===== config.mk =====
export PLATFORM = sky130hd
export DESIGN_NAME = sin_div
export DESIGN_NICKNAME = d
export VERILOG_FILES = /design/src/rtl/core/slice_index_normalizer_assert.svh /design/src/rtl/core/sin_pkg.sv /design/src/rtl/core/sin_div.sv
export SDC_FILE = /design/constraint.sdc
export NUM_CORES = 2
export LEC_CHECK = 0
export BUFFER_PORTS_ARGS = -buffer_cell sky130_fd_sc_hd__buf_4
export CELL_PAD_IN_SITES_DETAIL_PLACEMENT = 0
export CELL_PAD_IN_SITES_GLOBAL_PLACEMENT = 1
export CORE_MARGIN = 4
export CORE_UTILIZATION = 50
export DETAILED_ROUTE_END_ITERATION = 8
export GPL_TIMING_DRIVEN = 0
export PLACE_DENSITY = 0.78
export SLEW_MARGIN = 20
export SYNTH_ARGS = -nofsm -noshare
export SYNTH_HDL_FRONTEND = slang
export SYNTH_SLANG_ARGS = --single-unit

===== constraint.sdc =====
create_clock -name i_clk -period 15 [get_ports i_clk]
set_clock_uncertainty 0.15 [all_clocks]
set_input_delay 0 -clock i_clk [delete_from_list [all_inputs] [get_ports i_clk]]
set_output_delay 0 -clock i_clk [all_outputs]
set_load 0.005 [all_outputs]

===== src/rtl/core/slice_index_normalizer_assert.svh =====
// ----------------------------------------------------------------------------
// Assertion macros for the slice index normalizer.
// Checks compile away when SYNTHESIS is defined.
// ----------------------------------------------------------------------------
`ifndef SLICE_INDEX_NORMALIZER_ASSERT_SVH
`define SLICE_INDEX_NORMALIZER_ASSERT_SVH

`ifndef SYNTHESIS
// Property must hold at every clock edge outside reset.
`define SIN_ASSERT(label, clk, rst_n, prop) \
    label: assert property (@(posedge clk) disable iff (!rst_n) prop) \
        else $error("slice index normalizer check failed");
// Condition must never be seen at a clock edge outside reset.
`define SIN_NEVER(label, clk, rst_n, expr) \
    label: assert property (@(posedge clk) disable iff (!rst_n) !(expr)) \
        else $error("slice index normalizer forbidden condition");
`else
`define SIN_ASSERT(label, clk, rst_n, prop)
`define SIN_NEVER(label, clk, rst_n, expr)
`endif

`endif


===== src/rtl/core/sin_pkg.sv =====
`timescale 1ns / 1ps
// ----------------------------------------------------------------------------
// sin_pkg
// Shared types and constants of the slice index normalizer.
// ----------------------------------------------------------------------------
package sin_pkg;

    localparam int DIV_W          = 32;
    localparam int DIV_BITS_STAGE = 4;
    localparam int DIV_STAGES     = DIV_W / DIV_BITS_STAGE;

    localparam logic signed [63:0] BEGIN_MARK = {1'b1, 63'b0};
    localparam logic signed [63:0] END_MARK   = {1'b0, {63{1'b1}}};

    typedef enum logic [1:0] {
        ERR_NONE   = 2'd0,
        ERR_SINGLE = 2'd1,
        ERR_RANGE  = 2'd2
    } t_err;

    // Result fields that ride alongside the divider.
    typedef struct packed {
        logic              drop;
        logic [31:0]       first;
        logic [63:0]       stride;
        logic [31:0]       len;
        t_err              err;
        logic              use_div;
    } t_meta;

endpackage


===== src/rtl/core/sin_div.sv =====
`timescale 1ns / 1ps
// ----------------------------------------------------------------------------
// sin_div
// Pipelined restoring divider, a few quotient bits per stage, with side data.
// ----------------------------------------------------------------------------
module sin_div
    import sin_pkg::*;
(
    input  logic             i_clk,
    input  logic             i_rst_n,
    input  logic             i_en,
    input  logic             i_valid,
    input  t_meta            i_meta,
    input  logic [DIV_W-1:0] i_dividend,
    input  logic [DIV_W-1:0] i_divisor,
    output logic             o_valid,
    output t_meta            o_meta,
    output logic [DIV_W-1:0] o_quot
);

    logic             r_valid [DIV_STAGES];
    t_meta            r_meta  [DIV_STAGES];
    logic [DIV_W-1:0] r_rem   [DIV_STAGES];
    logic [DIV_W-1:0] r_quot  [DIV_STAGES];
    logic [DIV_W-1:0] r_dsr   [DIV_STAGES];

    // Runs a handful of restoring steps; quotient bits shift in at the bottom
    // while dividend bits shift out at the top.
    function automatic logic [2*DIV_W-1:0] div_steps(
        input logic [DIV_W-1:0] rem_in,
        input logic [DIV_W-1:0] quot_in,
        input logic [DIV_W-1:0] dsr
    );
        logic [DIV_W-1:0] rem;
        logic [DIV_W-1:0] quot;
        logic [DIV_W:0]   trial;
        rem  = rem_in;
        quot = quot_in;
        for (int k = 0; k < DIV_BITS_STAGE; k++) begin
            trial = {rem, quot[DIV_W-1]};
            if (trial >= {1'b0, dsr}) begin
                trial = trial - {1'b0, dsr};
                quot  = {quot[DIV_W-2:0], 1'b1};
            end else begin
                quot  = {quot[DIV_W-2:0], 1'b0};
            end
            rem = trial[DIV_W-1:0];
        end
        return {rem, quot};
    endfunction

    for (genvar g = 0; g < DIV_STAGES; g++) begin : g_stage
        logic             w_valid;
        t_meta            w_meta;
        logic [DIV_W-1:0] w_rem;
        logic [DIV_W-1:0] w_quot;
        logic [DIV_W-1:0] w_dsr;
        logic [2*DIV_W-1:0] w_res;

        if (g == 0) begin : g_first
            assign w_valid = i_valid;
            assign w_meta  = i_meta;
            assign w_rem   = '0;
            assign w_quot  = i_dividend;
            assign w_dsr   = i_divisor;
        end else begin : g_next
            assign w_valid = r_valid[g-1];
            assign w_meta  = r_meta[g-1];
            assign w_rem   = r_rem[g-1];
            assign w_quot  = r_quot[g-1];
            assign w_dsr   = r_dsr[g-1];
        end

        assign w_res = div_steps(w_rem, w_quot, w_dsr);

        always_ff @(posedge i_clk) begin
            if (!i_rst_n) begin
                r_valid[g] <= 1'b0;
            end else if (i_en) begin
                r_valid[g] <= w_valid;
            end
        end

        always_ff @(posedge i_clk) begin
            if (i_en) begin
                r_meta[g] <= w_meta;
                r_rem[g]  <= w_res[2*DIV_W-1:DIV_W];
                r_quot[g] <= w_res[DIV_W-1:0];
                r_dsr[g]  <= w_dsr;
            end
        end
    end

    assign o_valid = r_valid[DIV_STAGES-1];
    assign o_meta  = r_meta[DIV_STAGES-1];
    assign o_quot  = r_quot[DIV_STAGES-1];

endmodule


Word-level counts from Yosys, hierarchy flattened

Memories as Yosys holds them, arrays and structs flattened.
Index checks and enable logic that the tools add are counted.

Word-level logic and storage cells: 154
RAM bits: 1,832
Bits of input ports: 200
Memories: 5
Output and inout bits: 165
Flip-flop bits (word level): 0

Memory list:

| memory  | depth | width | rd ports | clocked after memory_dff | write ports | line          | RTL |
|---|---|---|---|---|---|---|---|
| r_meta  | 8     | 132   | 8        | 0                        | 8           | sin_div.sv:22 | `t_meta r_meta [DIV_STAGES];` |
| r_dsr   | 8     | 32    | 7        | 0                        | 8           | sin_div.sv:25 | `logic [DIV_W-1:0] r_dsr [DIV_STAGES];` |
| r_quot  | 8     | 32    | 8        | 0                        | 8           | sin_div.sv:24 | `logic [DIV_W-1:0] r_quot [DIV_STAGES];` |
| r_rem   | 8     | 32    | 7        | 0                        | 8           | sin_div.sv:23 | `logic [DIV_W-1:0] r_rem [DIV_STAGES];` |
| r_valid | 8     | 1     | 8        | 0                        | 8           | sin_div.sv:21 | `logic r_valid [DIV_STAGES];` |

Bitwise gates (word level): 8
Add/sub/neg operators: 32
Magnitude comparators: 32
Muxes and demuxes: 77

Operators with widths:

| operator                                         | count |
|---|---|
| 32-bit 2-to-1 mux                                | 32 |
| 33-bit by 32-bit >= comparator with 1-bit output | 31 |
| 32-bit subtractor                                | 31 |
| 1-bit 2-to-1 mux                                 | 45 |
| 1-bit by 32-bit >= comparator with 1-bit output  | 1 |
| 1-bit by 32-bit subtractor with 32-bit output    | 1 |
| 1-bit OR                                         | 8 |

Longest topological paths before layout

An unclocked memory read counts as a cell.

Word-level depth: 9
Mapped depth: 61
Mapped depth without buffers: 56

Worst setup path before layout

No wires, ideal clock.

Kind: flip-flop to flip-flop
From: mem r_dsr[2][26]
To: mem r_rem[3][23], data pin
Arrival: 12,997 ps
Setup slack: 1,593 ps
Stages on the path, launching flop included: 59
Period minus slack after synthesis: 13,407 ps
Buffers on the path: 5
Library setup time: 260 ps
Required time: 14,590 ps
Cell sequence: edfxtp_1 -> inv_1 -> ha_1 -> clkbuf_1 -> a21o_1 -> a21o_1 -> a21o_1 -> a21oi_1 -> nor2_1 -> a2111oi_0 -> nand2_1 -> o21ai_2 -> inv_2 -> buf_1 -> mux2_2 -> ha_1 -> a211oi_1 -> o21ai_0 -> [... 23 more ...] -> a211oi_2 -> buf_2 -> mux2_2 -> ha_1 -> or4_1 -> o211ai_1 -> o21ba_2 -> a2111oi_0 -> o21ai_0 -> a2111o_1 -> nand2_1 -> o22ai_1 -> o21a_1 -> o21ai_1 -> o2111ai_1 -> o22ai_1 -> buf_2 -> mux2_2

RTL lines:

| element         | line |
|---|---|
| start, declared | sin_div.sv:25 |
| end, declared   | sin_div.sv:23 |

==> results.yml <==
setup_path:
  crit_required_ns: 15.36
  r2r_start: "r_dsr[3][28]"
  crit_fanout: 10
  cp-start-kind: "flip-flop"
  end_kind: "flip-flop"
  path_class: "flip-flop to flip-flop"
  crit_arrival_ns: 14.91
  cp_slowest_stage_delay_ns: 0.55
  path_common_cell: "a21oi_1"
  r2r_end: "r_rem[4][26]"
  cpLargestDelayFamily: "compound AO/OA/AOI/OAI gates"
  crit_slowest_cell: "o21ai_0"
  r2r_setup_slack_ns: 0.44
  critPathLaunch: "r_dsr[3][28]"
  rr_worst_depth: 54
  crit_buf_inv: 10
synth:
  syn-mean-instance-area_um2: 11.1
  async_flop_share_pct: 0
  netlist_area_um2: 111000
  ys_types: 99
  ys.flop_type: "edfxtp_1"
  ys_ff_latch: 1768
  synth_nets: 11300
  syn_inst: 10100
  synth_edf_count: 1767
  ys_seq_area_share_pct: 47.6
  ys_warn_count: 0
cells_and_area:
  fin_cells: 14200
  drive_gt1_share_pct: 13.4
  fin_area_um2: 130000
  num-fill-cells: 18500
  multi_input_area_um2: 56100
  layout_commonest_cell: "edfxtp_1"
  area_growth_pct: 16.2
  regArea_um2: 53100
  layout_common_cells: "edfxtp_1 (1767), ha_1 (989), a21oi_1 (920)"
  finalNetCount: 12300
sta:
  max_freq_mhz: 68.7
  relSlewSlack_pct: 29.5
  period_share_pct: 97.0
  hold_violations: 0
  finalSetupViolations: 0
  tightest_slew_ns: 1.03
  min_period_ns: 14.56
  finalMaxSlewViolations: 0
hold_path:
  holdCritPathClass: "input pin to flip-flop"
  min-delay-start: "i_divisor[22]"
  hold_end: "r_rem[0][22]"
  min_path_cells: 5
placement:
  dp_cells: 13400
  routabilityCongestion: 0.966
  dpl.hpwl_um: 252000
  dpl_cell_area_um2: 118000
  port_buffers: 364
cts:
  cts_tree: "yes"
  clkTransAtPathRegs_ns: 0.06
  cts_made_buffers: 182
  clock-root-buffer: "clkbuf_16"
  cts-htree-levels: 4
  clkLatencyLatePin_ns: 0.84
  clk_path_buf_depth: 3
  cts.sinks: 1768
grt:
  globalRouteTotalUtil_pct: 27.4
  grt-ovfl-total: 0
  use_met1_pct: 38.2
  grt_max_degree: 168
  met2_usage_pct: 43.4
  grt_pass1_vias: 80600
  grt_util_met3_pct: 3.80
  grt_first_pass_wirelength_um: 486000
  antenna_found_initial: 12
  grt-busiest-layer: "met2"
drt:
  dr.pass1.iters: 6
  postRouteAntennaNets: 0
  viasPerCell: 5.89
  drt_iter0_drc: 7033
  drc: 0
  wl_per_cell_um: 23.0
  drt_wl_total_um: 326000
  vias: 83600
die:
  start_util_pct: 50.2
  chipHeight_um: 480
  io_pins: 365
  fp.dieW_um: 480
  rows: 173
  coreArea_um2: 222000
  dieArea_um2: 231000
run_status:
  status: "completed"
run:
  max-cap-violations: 0
## worst max path at each step
stage | to | slack, ns | depth (start not counted)
floorplan | r_rem[3][23] | 1.59 | 58
global placement | r_rem[4][6] | -3.74 | 56
detailed placement | r_rem[4][6] | -3.86 | 56
CTS | r_rem[4][26] | 0.005 | 58
global route | r_rem[2][4] | -0.07 | 57
finish | r_rem[4][26] | 0.44 | 54
## worst min-delay path, cell delays in order
cell and delay, ns:
buf_4 0.14, inv_1 0.24, ha_1 0.29, xnor2_1 0.13, mux2_2 0.14
## sequential cells by signal, indices dropped and copies added, names as in the netlist
name and cells:
r_meta 1056, r_quot 256, r_dsr 224, r_rem 224, r_valid 8
## synthesized netlist by cell type (all sizes together), types with 40 or more instances
| master | instances | area (µm²) |
|---|---|---|
| a221o | 40 | 402 |
| and2 | 50 | 313 |
| o21ai | 549 | 2750 |
| clkbuf | 125 | 469 |
| a21boi | 43 | 323 |
| buf | 56 | 277 |
| nand2 | 615 | 2310 |
| o211ai | 50 | 389 |
| nand4 | 140 | 876 |
| inv | 587 | 2200 |
| edfxtp | 1767 | 53100 |
| o21a | 137 | 1030 |
| nor2b | 113 | 707 |
| ha | 994 | 12400 |
| nor3 | 148 | 741 |
| a31oi | 99 | 619 |
| a21oi | 937 | 4690 |
| nor2 | 630 | 2370 |
| xnor2 | 530 | 4640 |
| mux2 | 485 | 5570 |
| o21bai | 116 | 871 |
| mux2i | 59 | 591 |
| a211oi | 66 | 505 |
| xor2 | 258 | 2260 |
| nor4 | 60 | 375 |
| a21o | 433 | 3250 |
| nand3 | 179 | 896 |
| o31ai | 51 | 383 |
| nand2b | 122 | 763 |
| and3 | 97 | 607 |
## through the flow
| step | setup slack, ns | hold slack, ns | setup TNS (ns) | util, % |
|---|---|---|---|---|
| 6_report | 0.443 | 0.0724 | 0 | 58.3 |
| 5_1_grt | -0.0719 | 0.0629 | -0.840 | 58.3 |
| 4_1_cts | 0.00458 | 0.0170 | 0 | 58.0 |
| 3_5_place_dp | -3.86 | 0.0292 | -488.87 | 53.2 |
| 3_3_place_gp | -3.74 | 0.0277 | -2566.59 | 53.1 |
| 2_1_floorplan | 1.59 | -0.0511 | 0 | - |
## repair_timing
item,in CTS,in global routing
endpoints found under the setup margin,225,231
endpoints found under the hold margin,499,0
pin swaps,6,11
buffers inserted,26,31
gates resized for setup,144,168
hold buffers,394,0
## cells by family after synthesis
family	count (synthesis)	share of synthesized area, %
AO/OA/AOI/OAI	2839	16.3
XOR/XNOR	788	6.19
adder cells (fa/ha/maj)	1024	11.7
buffers and inverters	772	2.66
flip-flops	1768	47.6
multiplexers	544	5.52
AND/OR/NAND/NOR	2323	10.1
## routing by layer
metal | wire, µm | vias to the layer above | share of wire, %
met3 | 18800 | 524 | 5.8
met1 | 146000 | 40500 | 45
met2 | 147000 | 2495 | 45
met5 | 0 | - | 0
met4 | 14200 | 0 | 4.3
li1 | - | 40100 | -
## final cells by class
class	instances	share of cell area [%]
well taps	2975	2.87
clock buffers	224	3.65
repair buffers	826	5.74
inverters	591	1.73
flip-flops and latches	1768	41.0
plain buffers	176	0.698
clock inverters	110	0.977
multi-input cells	7518	43.3
diodes	11	0.0213
Power is left out: the tool's default activity adds up to more than one toggle a clock period on the data nets, which glitch-free logic cannot reach.
